<file path="config.mk">
export PLATFORM = sky130hd
export DESIGN_NAME = postfix_expression_evaluator_core
export DESIGN_NICKNAME = d
export VERILOG_FILES = /design/src/rtl/pfe_pkg.sv /design/src/rtl/pfe_stack.sv /design/src/rtl/pfe_alu.sv /design/src/rtl/postfix_expression_evaluator_core.sv
export SDC_FILE = /design/constraint.sdc
export NUM_CORES = 2
export LEC_CHECK = 0
export BUFFER_PORTS_ARGS = -buffer_cell sky130_fd_sc_hd__buf_2
export CAP_MARGIN = 20
export CORE_MARGIN = 2
export CORE_UTILIZATION = 35
export DETAILED_ROUTE_END_ITERATION = 8
export GPL_TIMING_DRIVEN = 0
export HOLD_SLACK_MARGIN = 0.08
export SLEW_MARGIN = 0
export SYNTH_ARGS = -nofsm -noshare
export SYNTH_HDL_FRONTEND = slang
export SYNTH_HIERARCHICAL = 1
export SYNTH_SLANG_ARGS = --single-unit
export TNS_END_PERCENT = 30
</file>
<file path="constraint.sdc">
create_clock -name i_clk -period 7 [get_ports i_clk]
set_input_delay 1.4 -clock i_clk [delete_from_list [all_inputs] [get_ports i_clk]]
set_output_delay 1.4 -clock i_clk [all_outputs]
set_load 0.005 [all_outputs]
</file>
<file path="src/rtl/pfe_pkg.sv">
// ============================================================================
// pfe_pkg
// Shared types, codes and constants of the postfix expression evaluator.
// ============================================================================
package pfe_pkg;

    // Stack and number format
    localparam int STACK_DEPTH   = 32;
    localparam int FRACTION_BITS = 16;
    localparam int VAL_W         = 48;
    localparam int SP_W          = $clog2(STACK_DEPTH + 1);
    localparam int ADDR_W        = $clog2(STACK_DEPTH);

    // Iteration counts of the shared arithmetic unit
    localparam int MUL_STEPS = VAL_W;
    localparam int DIV_STEPS = VAL_W + FRACTION_BITS;
    localparam int CNT_W     = $clog2(DIV_STEPS + 1);

    // Saturation limits
    localparam logic [VAL_W-1:0] VAL_MAX = {1'b0, {(VAL_W-1){1'b1}}};
    localparam logic [VAL_W-1:0] VAL_MIN = {1'b1, {(VAL_W-1){1'b0}}};

    // ASCII codes
    localparam logic [7:0] CH_ZERO  = 8'h30;
    localparam logic [7:0] CH_NINE  = 8'h39;
    localparam logic [7:0] CH_PLUS  = 8'h2B;
    localparam logic [7:0] CH_MINUS = 8'h2D;
    localparam logic [7:0] CH_STAR  = 8'h2A;
    localparam logic [7:0] CH_SLASH = 8'h2F;

    typedef enum logic [2:0] {
        ST_OK        = 3'd0,
        ST_OVERFLOW  = 3'd1,
        ST_UNDERFLOW = 3'd2,
        ST_DIVZERO   = 3'd3,
        ST_INVALID   = 3'd4,
        ST_EMPTY     = 3'd5
    } t_status;

    typedef enum logic [1:0] {
        OP_ADD,
        OP_SUB,
        OP_MUL,
        OP_DIV
    } t_op;

    // Sequencer states of the top level
    typedef enum logic [2:0] {
        S_IDLE,
        S_DECODE,
        S_RD_R,
        S_RD_L,
        S_ALU_GO,
        S_ALU_WAIT,
        S_FIN_RD,
        S_FIN_OUT
    } t_state;

    // States of the arithmetic unit
    typedef enum logic [1:0] {
        A_IDLE,
        A_RUN,
        A_FIN
    } t_alu_state;

    typedef struct packed {
        logic start;
        t_op  op;
    } t_alu_req;

    typedef struct packed {
        logic             done;
        logic [VAL_W-1:0] value;
    } t_alu_rsp;

endpackage

</file>
<file path="src/rtl/pfe_stack.sv">
// ============================================================================
// pfe_stack
// Operand stack storage: one write port, one registered read port.
// ============================================================================
module pfe_stack (
    input  logic                        i_clk,
    input  logic                        i_wr_en,
    input  logic [pfe_pkg::ADDR_W-1:0]  i_wr_addr,
    input  logic [pfe_pkg::VAL_W-1:0]   i_wr_data,
    input  logic [pfe_pkg::ADDR_W-1:0]  i_rd_addr,
    output logic [pfe_pkg::VAL_W-1:0]   o_rd_data
);

    logic [pfe_pkg::VAL_W-1:0] r_mem [pfe_pkg::STACK_DEPTH];
    logic [pfe_pkg::VAL_W-1:0] r_rd_data;

    // Write port
    always_ff @(posedge i_clk) begin
        if (i_wr_en) begin
            r_mem[i_wr_addr] <= i_wr_data;
        end
    end

    // Registered read port
    always_ff @(posedge i_clk) begin
        r_rd_data <= r_mem[i_rd_addr];
    end

    assign o_rd_data = r_rd_data;

endmodule

</file>
<file path="src/rtl/pfe_alu.sv">
// ============================================================================
// pfe_alu
// Shared arithmetic unit: saturating add/subtract in one pass, multiply by
// shift-and-add one bit per cycle, divide by restoring division one bit per
// cycle. A single 50-bit adder serves all operations.
// ============================================================================
module pfe_alu (
    input  logic                      i_clk,
    input  logic                      i_rst_n,
    input  pfe_pkg::t_alu_req         i_req,
    input  logic [pfe_pkg::VAL_W-1:0] i_a,
    input  logic [pfe_pkg::VAL_W-1:0] i_b,
    output pfe_pkg::t_alu_rsp         o_rsp
);

    localparam int W  = pfe_pkg::VAL_W;
    localparam int FB = pfe_pkg::FRACTION_BITS;
    localparam logic [W:0] HALF = {2'b01, {(W-1){1'b0}}};

    pfe_pkg::t_alu_state r_state, n_state;
    pfe_pkg::t_op        r_op;
    logic [pfe_pkg::CNT_W-1:0] r_cnt;
    logic                r_neg;
    logic [W-1:0]        r_x;     // multiplicand / left addend
    logic [W-1:0]        r_y;     // divisor / right addend
    logic [W:0]          r_hi;    // product high half / remainder
    logic [W-1:0]        r_lo;    // multiplier / dividend shift register
    logic [W:0]          r_q;
    logic                r_big;
    logic                r_done;
    logic [W-1:0]        r_value;

    logic [W+1:0]        add_x, add_y, add_s;
    logic                add_sub;
    logic                last_step;
    logic [W:0]          n_hi;
    logic [W-1:0]        n_lo;
    logic [W:0]          n_q;
    logic                n_big;
    logic                div_ge;
    logic [W:0]          mul_hi;
    logic [W:0]          div_sh;
    logic [2*W-1:0]      prod;
    logic [W-1:0]        fin_value;

    // Absolute value of a signed operand
    function automatic logic [W-1:0] mag_of(input logic [W-1:0] v);
        mag_of = v[W-1] ? ('0 - v) : v;
    endfunction

    // Signed result from sign, magnitude and overrange flag, saturated
    function automatic logic [W-1:0] sat_mag(input logic neg, input logic [W:0] mag,
                                             input logic big);
        if (neg) begin
            sat_mag = (big || mag >= HALF) ? pfe_pkg::VAL_MIN : ('0 - mag[W-1:0]);
        end else begin
            sat_mag = (big || mag >= HALF) ? pfe_pkg::VAL_MAX : mag[W-1:0];
        end
    endfunction

    // Shared adder operand selection
    always_comb begin
        add_x   = {1'b0, r_hi};
        add_y   = {2'b00, r_x};
        add_sub = 1'b0;
        if (r_state == pfe_pkg::A_RUN && r_op == pfe_pkg::OP_DIV) begin
            add_x   = {1'b0, r_hi[W-1:0], r_lo[W-1]};
            add_y   = {2'b00, r_y};
            add_sub = 1'b1;
        end else if (r_state == pfe_pkg::A_FIN) begin
            add_x   = {{2{r_x[W-1]}}, r_x};
            add_y   = {{2{r_y[W-1]}}, r_y};
            add_sub = (r_op == pfe_pkg::OP_SUB);
        end
        add_s = add_x + (add_sub ? ~add_y : add_y) + {{(W+1){1'b0}}, add_sub};
    end

    // One iteration step of multiply or divide
    always_comb begin
        mul_hi = r_lo[0] ? add_s[W:0] : r_hi;
        div_sh = {r_hi[W-1:0], r_lo[W-1]};
        div_ge = ~add_s[W+1];
        n_hi   = r_hi;
        n_lo   = r_lo;
        n_q    = r_q;
        n_big  = r_big;
        if (r_op == pfe_pkg::OP_MUL) begin
            n_hi = {1'b0, mul_hi[W:1]};
            n_lo = {mul_hi[0], r_lo[W-1:1]};
        end else begin
            n_hi = div_ge ? add_s[W:0] : div_sh;
            n_lo = {r_lo[W-2:0], 1'b0};
            n_q  = r_big ? r_q : {r_q[W-1:0], div_ge};
            n_big = r_big | (n_q > HALF);
        end
        last_step = (r_op == pfe_pkg::OP_MUL)
                  ? (r_cnt == pfe_pkg::CNT_W'(pfe_pkg::MUL_STEPS - 1))
                  : (r_cnt == pfe_pkg::CNT_W'(pfe_pkg::DIV_STEPS - 1));
    end

    // Final result formatting
    always_comb begin
        prod = {r_hi[W-1:0], r_lo};
        case (r_op)
            pfe_pkg::OP_ADD, pfe_pkg::OP_SUB: begin
                if (add_s[W] != add_s[W-1]) begin
                    fin_value = add_s[W] ? pfe_pkg::VAL_MIN : pfe_pkg::VAL_MAX;
                end else begin
                    fin_value = add_s[W-1:0];
                end
            end
            pfe_pkg::OP_MUL: begin
                fin_value = sat_mag(r_neg, {1'b0, prod[FB+W-1:FB]}, |prod[2*W-1:FB+W]);
            end
            default: begin
                fin_value = sat_mag(r_neg, r_q, r_big);
            end
        endcase
    end

    // Next state
    always_comb begin
        n_state = r_state;
        case (r_state)
            pfe_pkg::A_IDLE: begin
                if (i_req.start) begin
                    if (i_req.op == pfe_pkg::OP_ADD || i_req.op == pfe_pkg::OP_SUB) begin
                        n_state = pfe_pkg::A_FIN;
                    end else begin
                        n_state = pfe_pkg::A_RUN;
                    end
                end
            end
            pfe_pkg::A_RUN: begin
                if (last_step) begin
                    n_state = pfe_pkg::A_FIN;
                end
            end
            pfe_pkg::A_FIN: begin
                n_state = pfe_pkg::A_IDLE;
            end
            default: begin
                n_state = pfe_pkg::A_IDLE;
            end
        endcase
    end

    // State and done flag
    always_ff @(posedge i_clk) begin
        if (!i_rst_n) begin
            r_state <= pfe_pkg::A_IDLE;
            r_done  <= 1'b0;
        end else begin
            r_state <= n_state;
            r_done  <= (r_state == pfe_pkg::A_FIN);
        end
    end

    // Datapath registers
    always_ff @(posedge i_clk) begin
        case (r_state)
            pfe_pkg::A_IDLE: begin
                if (i_req.start) begin
                    r_op  <= i_req.op;
                    r_neg <= i_a[W-1] ^ i_b[W-1];
                    r_cnt <= '0;
                    r_hi  <= '0;
                    r_q   <= '0;
                    r_big <= 1'b0;
                    case (i_req.op)
                        pfe_pkg::OP_MUL: begin
                            r_x  <= mag_of(i_a);
                            r_lo <= mag_of(i_b);
                        end
                        pfe_pkg::OP_DIV: begin
                            r_y  <= mag_of(i_b);
                            r_lo <= mag_of(i_a);
                        end
                        default: begin
                            r_x <= i_a;
                            r_y <= i_b;
                        end
                    endcase
                end
            end
            pfe_pkg::A_RUN: begin
                r_hi  <= n_hi;
                r_lo  <= n_lo;
                r_q   <= n_q;
                r_big <= n_big;
                r_cnt <= r_cnt + pfe_pkg::CNT_W'(1);
            end
            pfe_pkg::A_FIN: begin
                r_value <= fin_value;
            end
            default: begin
            end
        endcase
    end

    assign o_rsp.done  = r_done;
    assign o_rsp.value = r_value;

endmodule

</file>
<file path="src/rtl/postfix_expression_evaluator_core.sv">
// ============================================================================
// postfix_expression_evaluator_core
// Postfix (RPN) evaluator on signed Q32.16 values with an operand stack.
// ============================================================================
// Characters enter one request at a time on the slave stream; tlast marks the
// last character of an expression, which produces one result on the master
// stream (value in the low 48 bits, status above it) and then empties the
// stack. The block takes one character at a time and is not ready while it
// works on it: a digit is pushed, a stray character flagged, and an operator
// reads both operands and runs the shared arithmetic unit, which adds in one
// pass, divides in 48 + FRACTION_BITS iterations and multiplies and divides one
// bit per cycle. A last character adds a read of the stack top. A result waits
// in an output register, so new characters are taken while it is held.
module postfix_expression_evaluator_core (
    input  logic        i_clk,
    input  logic        i_rst_n,
    input  logic        s_axis_tvalid,
    output logic        s_axis_tready,
    input  logic [7:0]  s_axis_tdata,   // [7:0] character
    input  logic        s_axis_tlast,   // end_of_expression
    output logic        m_axis_tvalid,
    input  logic        m_axis_tready,
    output logic [55:0] m_axis_tdata    // [47:0] value, [50:48] status, zero above
);

    localparam int W = pfe_pkg::VAL_W;
    localparam int AW = pfe_pkg::ADDR_W;
    localparam int SW = pfe_pkg::SP_W;

    pfe_pkg::t_state   r_state, n_state;
    logic [SW-1:0]     r_sp, n_sp;
    pfe_pkg::t_status  r_err, n_err;
    logic [7:0]        r_char;
    logic              r_last;
    pfe_pkg::t_op      r_op;
    logic [W-1:0]      r_right;
    logic              r_out_valid;
    logic [W-1:0]      r_out_value;
    pfe_pkg::t_status  r_out_status;

    logic              wr_en;
    logic [AW-1:0]     wr_addr;
    logic [W-1:0]      wr_data;
    logic [AW-1:0]     rd_addr;
    logic [W-1:0]      rd_data;
    logic [SW-1:0]     sp_m1, sp_m2;
    logic              is_digit, is_op;
    pfe_pkg::t_op      dec_op;
    logic [3:0]        digit;
    logic              err_note;
    pfe_pkg::t_status  err_code;
    logic              out_free, out_load;
    pfe_pkg::t_state   end_state;
    pfe_pkg::t_alu_req alu_req;
    pfe_pkg::t_alu_rsp alu_rsp;

    // Operand stack and arithmetic unit
    pfe_stack u_stack (
        .i_clk     (i_clk),
        .i_wr_en   (wr_en),
        .i_wr_addr (wr_addr),
        .i_wr_data (wr_data),
        .i_rd_addr (rd_addr),
        .o_rd_data (rd_data)
    );

    pfe_alu u_alu (
        .i_clk   (i_clk),
        .i_rst_n (i_rst_n),
        .i_req   (alu_req),
        .i_a     (rd_data),
        .i_b     (r_right),
        .o_rsp   (alu_rsp)
    );

    // Character decode
    always_comb begin
        is_digit = (r_char >= pfe_pkg::CH_ZERO) && (r_char <= pfe_pkg::CH_NINE);
        digit    = 4'(r_char - pfe_pkg::CH_ZERO);
        is_op    = 1'b1;
        case (r_char)
            pfe_pkg::CH_PLUS:  dec_op = pfe_pkg::OP_ADD;
            pfe_pkg::CH_MINUS: dec_op = pfe_pkg::OP_SUB;
            pfe_pkg::CH_STAR:  dec_op = pfe_pkg::OP_MUL;
            pfe_pkg::CH_SLASH: dec_op = pfe_pkg::OP_DIV;
            default: begin
                dec_op = pfe_pkg::OP_ADD;
                is_op  = 1'b0;
            end
        endcase
    end

    assign sp_m1     = r_sp - SW'(1);
    assign sp_m2     = r_sp - SW'(2);
    assign out_free  = !r_out_valid || m_axis_tready;
    assign end_state = r_last ? pfe_pkg::S_FIN_RD : pfe_pkg::S_IDLE;

    // Sequencer: next state and control
    always_comb begin
        n_state  = r_state;
        n_sp     = r_sp;
        wr_en    = 1'b0;
        wr_addr  = r_sp[AW-1:0];
        wr_data  = W'(digit) << pfe_pkg::FRACTION_BITS;
        rd_addr  = sp_m1[AW-1:0];
        err_note = 1'b0;
        err_code = pfe_pkg::ST_OK;
        out_load = 1'b0;
        alu_req.start = 1'b0;
        alu_req.op    = r_op;
        case (r_state)
            pfe_pkg::S_IDLE: begin
                if (s_axis_tvalid) begin
                    n_state = pfe_pkg::S_DECODE;
                end
            end
            pfe_pkg::S_DECODE: begin
                n_state = end_state;
                if (is_digit) begin
                    if (r_sp == SW'(pfe_pkg::STACK_DEPTH)) begin
                        err_note = 1'b1;
                        err_code = pfe_pkg::ST_OVERFLOW;
                    end else begin
                        wr_en = 1'b1;
                        n_sp  = r_sp + SW'(1);
                    end
                end else if (is_op) begin
                    if (r_sp < SW'(2)) begin
                        err_note = 1'b1;
                        err_code = pfe_pkg::ST_UNDERFLOW;
                    end else begin
                        n_state = pfe_pkg::S_RD_R;
                    end
                end else begin
                    err_note = 1'b1;
                    err_code = pfe_pkg::ST_INVALID;
                end
            end
            pfe_pkg::S_RD_R: begin
                n_state = pfe_pkg::S_RD_L;
            end
            pfe_pkg::S_RD_L: begin
                rd_addr = sp_m2[AW-1:0];
                n_state = pfe_pkg::S_ALU_GO;
            end
            pfe_pkg::S_ALU_GO: begin
                if (r_op == pfe_pkg::OP_DIV && r_right == '0) begin
                    err_note = 1'b1;
                    err_code = pfe_pkg::ST_DIVZERO;
                    n_state  = end_state;
                end else begin
                    alu_req.start = 1'b1;
                    n_state       = pfe_pkg::S_ALU_WAIT;
                end
            end
            pfe_pkg::S_ALU_WAIT: begin
                if (alu_rsp.done) begin
                    wr_en   = 1'b1;
                    wr_addr = sp_m2[AW-1:0];
                    wr_data = alu_rsp.value;
                    n_sp    = sp_m1;
                    n_state = end_state;
                end
            end
            pfe_pkg::S_FIN_RD: begin
                n_state = pfe_pkg::S_FIN_OUT;
            end
            pfe_pkg::S_FIN_OUT: begin
                if (out_free) begin
                    out_load = 1'b1;
                    n_sp     = '0;
                    n_state  = pfe_pkg::S_IDLE;
                end
            end
            default: begin
                n_state = pfe_pkg::S_IDLE;
            end
        endcase
    end

    // First error since the last report is kept
    always_comb begin
        n_err = r_err;
        if (out_load) begin
            n_err = pfe_pkg::ST_OK;
        end else if (err_note && r_err == pfe_pkg::ST_OK) begin
            n_err = err_code;
        end
    end

    // Control registers
    always_ff @(posedge i_clk) begin
        if (!i_rst_n) begin
            r_state     <= pfe_pkg::S_IDLE;
            r_sp        <= '0;
            r_err       <= pfe_pkg::ST_OK;
            r_out_valid <= 1'b0;
        end else begin
            r_state <= n_state;
            r_sp    <= n_sp;
            r_err   <= n_err;
            if (out_load) begin
                r_out_valid <= 1'b1;
            end else if (m_axis_tready) begin
                r_out_valid <= 1'b0;
            end
        end
    end

    // Request capture, operand capture and result register
    always_ff @(posedge i_clk) begin
        if (r_state == pfe_pkg::S_IDLE && s_axis_tvalid) begin
            r_char <= s_axis_tdata;
            r_last <= s_axis_tlast;
        end
        if (r_state == pfe_pkg::S_DECODE) begin
            r_op <= dec_op;
        end
        if (r_state == pfe_pkg::S_RD_L) begin
            r_right <= rd_data;
        end
        if (out_load) begin
            r_out_value <= (r_sp != '0) ? rd_data : '0;
            if (r_err != pfe_pkg::ST_OK) begin
                r_out_status <= r_err;
            end else if (r_sp == '0) begin
                r_out_status <= pfe_pkg::ST_EMPTY;
            end else begin
                r_out_status <= pfe_pkg::ST_OK;
            end
        end
    end

    assign s_axis_tready = (r_state == pfe_pkg::S_IDLE);
    assign m_axis_tvalid = r_out_valid;
    assign m_axis_tdata  = {5'b0, r_out_status, r_out_value};

    // Checks
    a_sp_bound: assert property (@(posedge i_clk) disable iff (!i_rst_n)
        r_sp <= SW'(pfe_pkg::STACK_DEPTH))
        else $error("stack pointer beyond depth");

    a_alu_done_wait: assert property (@(posedge i_clk) disable iff (!i_rst_n)
        alu_rsp.done |-> (r_state == pfe_pkg::S_ALU_WAIT))
        else $error("arithmetic result outside wait state");

    a_report_clears: assert property (@(posedge i_clk) disable iff (!i_rst_n)
        out_load |=> (r_sp == '0 && r_err == pfe_pkg::ST_OK && r_out_valid))
        else $error("report did not clear stack and error");

    a_op_depth: assert property (@(posedge i_clk) disable iff (!i_rst_n)
        alu_req.start |-> (r_sp >= SW'(2)))
        else $error("operator started with fewer than two operands");

endmodule
</file>
==> flow_summary.toml <==
[synth]
async_flop_share_pct = 0
synthCells = 6820
syn_area_per_cell_sq_um = 13.49
netlist_area_sq_mm = 0.09200
yosysUniqueCellTypes = 92
synth-compound-area-share_pct = 9.084
synth_top_cell_area_share_pct = 63.55
synth_top_flop_cell = "edfxtp_1"
yosysWarnings = 6
synth_area_leaders = "edfxtp_1 64%, mux2i_1 11%, nand2_1 2.0%, a21oi_1 1.9%, nor2_1 1.6%"
ys_seq_area_share_pct = 64.94
yosys.area_share.simple_pct = 8.341
synth_top_family_by_area = "multiplexers"
synth_seq_cells = 2011
yosys-top-cells-count = "1,947 x edfxtp_1, 978 x mux2i_1, 496 x nand2_1"
synth.largest_area_cell = "edfxtp_1"
synth_xor_xnor_area_share_pct = 2.883
synth.most_common_cell = "edfxtp_1"
synth_fa_ha_area_share_pct = 0.8106
synth.area.mux_share_pct = 11.09
synth_edf_count = 1947

[routing]
drc_errors = 0
antenna_left = 0
dr.first_iter.drc_count = 7326
via_per_inst = 5.590
wl_mm = 314.7
wl_per_cell_um = 28.87
firstDrtPassIters = 7
vias = 60930

[critical_path]
r2r-end = "u_alu/r_value[31]$_DFFE_PN_"
critPathKind = "flip-flop to flip-flop"
worstPathMaxFanout = 10
required_ns = 7.43
worstPathArrival_ns = 7.39
cp-end-kind = "flip-flop"
r2r_slack_ns = 0.04
startpoint_type = "flip-flop"
timing.rr.start = "u_alu/r_op[1]$_DFFE_PP_"
rr_worst_depth = 21

[clock_tree]
root_buffer = "clkbuf_16"
cts_tree = "built"
clkLatencyLatePin_ns = 0.87
htree_levels = 4
clock_path_buffers = 3
cts_buffers = 200
clk_pin_slew_worst_paths_ns = 0.07
clkSinkCount = 2011

[global_routing]
first_global_vias = 58230
grt.overflow.total = 0
grt_antenna_before_repair = 34
grt_use_total_pct = 23.00
grt_pass1_wl_mm = 439.1
grt_max_degree = 38

[placement]
io_buffers = 65
dp_slack_ns = -2.207
place_hpwl_mm = 231.5
place_congestion = 0.9984

[final_layout]
multi_input_area_sq_mm = 0.03007
layout.area.seq_sq_mm = 0.05975
nets = 7275
final.fill_count = 24190
drive_above_1_share_pct = 10.90
syn_to_final_growth_pct = 15.35

[power_and_ir_drop]
leakage_nw = 41.50
p_per_area_mw_per_mm2 = 362.4
power_mw = 38.46
irDropWorstVdd_uv = 274.6

[min_path]
worstHoldStart = "u_stack/o_rd_data[35]$_DFF_P_"
min_delay_path_depth = 0
worstHoldPathType = "flip-flop to flip-flop"
hold_path_end = "r_right[35]$_DFFE_PP_"

[sta]
relSlewSlack_pct = 17.20
fin_setup_tns_ns = 0
tightest_slew_ns = 1.235
setup_violations = 0
fin_ws_ns = 0.04076
whs_ns = 0.4911
fin_crit_sh_pct = 99.42
timing.final.max_slew_violations = 0
hold_viol = 0
rsz0062_at_grt = "true"
min_period_ns = 6.959
max_freq_mhz = 143.7
fin_skew_ns = 0.08820

[status]
status = "finished, final reports clean"

[die]
die_y_um = 516.7
die_w_um = 516.7
num_rows = 188
pin_count = 71
die_area_sq_mm = 0.2670
core_sq_mm = 0.2618
start_util_pct = 35.14

[run]
max-cap-violations = 0
final cells by class:
class,instances,share of cell area (%)
Buffer,474,2.347
Clock inverter,135,1.399
Antenna cell,9,0.02122
Tap cell,3515,4.144
Timing Repair Buffer,178,2.399
Clock buffer,240,4.886
Sequential cell,2011,56.30
Inverter,46,0.1627
Multi-Input combinational cell,4292,28.34
cell usage in the layout, fill, tap and decap left out, drive strengths merged, types with 21 or more instances in the layout:
cell type  netlist  final
a211oi          63     63
a21o            21     21
a21oi          351    351
a22o            98     98
a22oi          162    162
a31oi          112    112
and2            67     67
and3            56     56
buf            189    360
bufinv           0     23
clkbuf         283    526
clkinv           0     95
dfxtp           64     64
edfxtp        1947   1947
ha              58     58
inv             46     54
mux2            37     37
mux2i          978    978
nand2          497    497
nand2b          21     21
nand3          181    181
nand4           27     27
nor2           381    381
nor2b           31     31
nor3           122    122
nor4            55     55
o211ai          27     27
o21ai          273    273
o22ai           41     41
o31ai           47     47
or3             61     61
or4             36     36
xnor2          163    163
xor2           139    139
worst max-delay path by stage:
| stage | startpoint | slack (ns) | cells past startpoint | endpoint |
|---|---|---|---|---|
| after floorplan | u_alu/r_state[1]$_SDFFE_PN0P_ | 1.13 | 20 | u_alu/r_value[34]$_DFFE_PN_ |
| after global placement | u_alu/r_state[1]$_SDFFE_PN0P_ | -3.22 | 20 | u_alu/r_value[34]$_DFFE_PN_ |
| after detailed placement | u_alu/r_op[1]$_DFFE_PP_ | -2.21 | 22 | u_alu/r_value[34]$_DFFE_PN_ |
| after CTS | u_alu/r_state[0]$_SDFFE_PN0P_ | 0.05 | 18 | u_alu/r_value[7]$_DFFE_PN_ |
| after global routing | u_alu/r_state[1]$_SDFFE_PN0P_ | -0.08 | 20 | u_alu/r_value[45]$_DFFE_PN_ |
| final | u_alu/r_op[1]$_DFFE_PP_ | 0.04 | 21 | u_alu/r_value[31]$_DFFE_PN_ |
report_power, final:
| group | switching (mW) | leakage (nW) | total [mW] | internal, mW |
|---|---|---|---|---|
| Combinational | 9.03 | 18.1 | 12.6 | 3.62 |
| Clock | 4.73 | 3.24 | 10.9 | 6.17 |
| Sequential | 0.808 | 20.2 | 14.9 | 14.1 |
worst max-delay path, cell delays in order (launching register included):
cell and delay [ns]:
edfxtp_1 0.38, buf_2 0.20, and4b_1 0.22, clkbuf_1 0.24, nor2_4 0.37, clkbuf_4 0.39
clkbuf_2 0.35, xor2_1 0.34, ha_1 0.30, clkbuf_1 0.19, a211oi_1 0.32, o211ai_1 0.19
a211oi_2 0.37, o211ai_1 0.22, nor3b_4 0.37, o31a_1 0.18, and3_1 0.23, clkbuf_1 0.37
nand2_1 0.28, nand2b_2 0.36, clkbuf_4 0.38, o21ai_1 0.28
per-stage QoR:
stage,cell area [sq um],instances,util [%]
2_1_floorplan,92010,6824,-
3_3_place_gp,96740,10400,36.95
3_5_place_dp,98990,10500,37.81
4_1_cts,105800,10880,40.40
5_1_grt,106100,10890,40.53
6_report,106100,10900,40.53
kinds of logic (layout without fill, tap and decap cells):
kind of cell	Yosys count	after routing
xor gates and xnor gates	302	302
AOI/OAI and AO/OA	1310	1310
and+or+nand+nor	1601	1601
adders and majority gates	59	59
buffers and inverters	521	1073
other	1	14
DFF	2011	2011
muxes	1015	1015
state kept, by name, indices dropped and copies added, names as in the netlist:
name	count
u_alu/r_x	48
u_alu/r_q	49
u_stack/o_rd_data	48
r_state	3
r_out_status	3
r_char	8
r_op	2
u_alu/r_big	1
u_alu/r_lo	48
r_out_value	48
u_stack/r_mem	1536
m_axis_tvalid	1
u_alu/r_y	48
u_alu/r_done	1
r_sp	6
u_alu/r_hi	49
u_alu/r_op	2
u_alu/r_value	48
u_alu/r_cnt	7
r_err	3
u_alu/r_neg	1
r_last	1
u_alu/r_state	2
r_right	48
per-layer routing:
metal / track usage, % / vias up / part of all wire (%)
met5: 0 / - / 0.016
met4: 9.512 / 8 / 4.6
met3: 3.773 / 514 / 7.8
met2: 36.89 / 2722 / 46
met1: 30.91 / 30820 / 41
li1: - / 26870 / -
timing repair:
action	CTS	global route
hold buffers	0	0
endpoints found under the hold margin	0	0
buffers inserted	1	0
setup endpoints to repair	99	46
resized for setup	63	32
No activity file was read; power rests on OpenSTA's default activity.
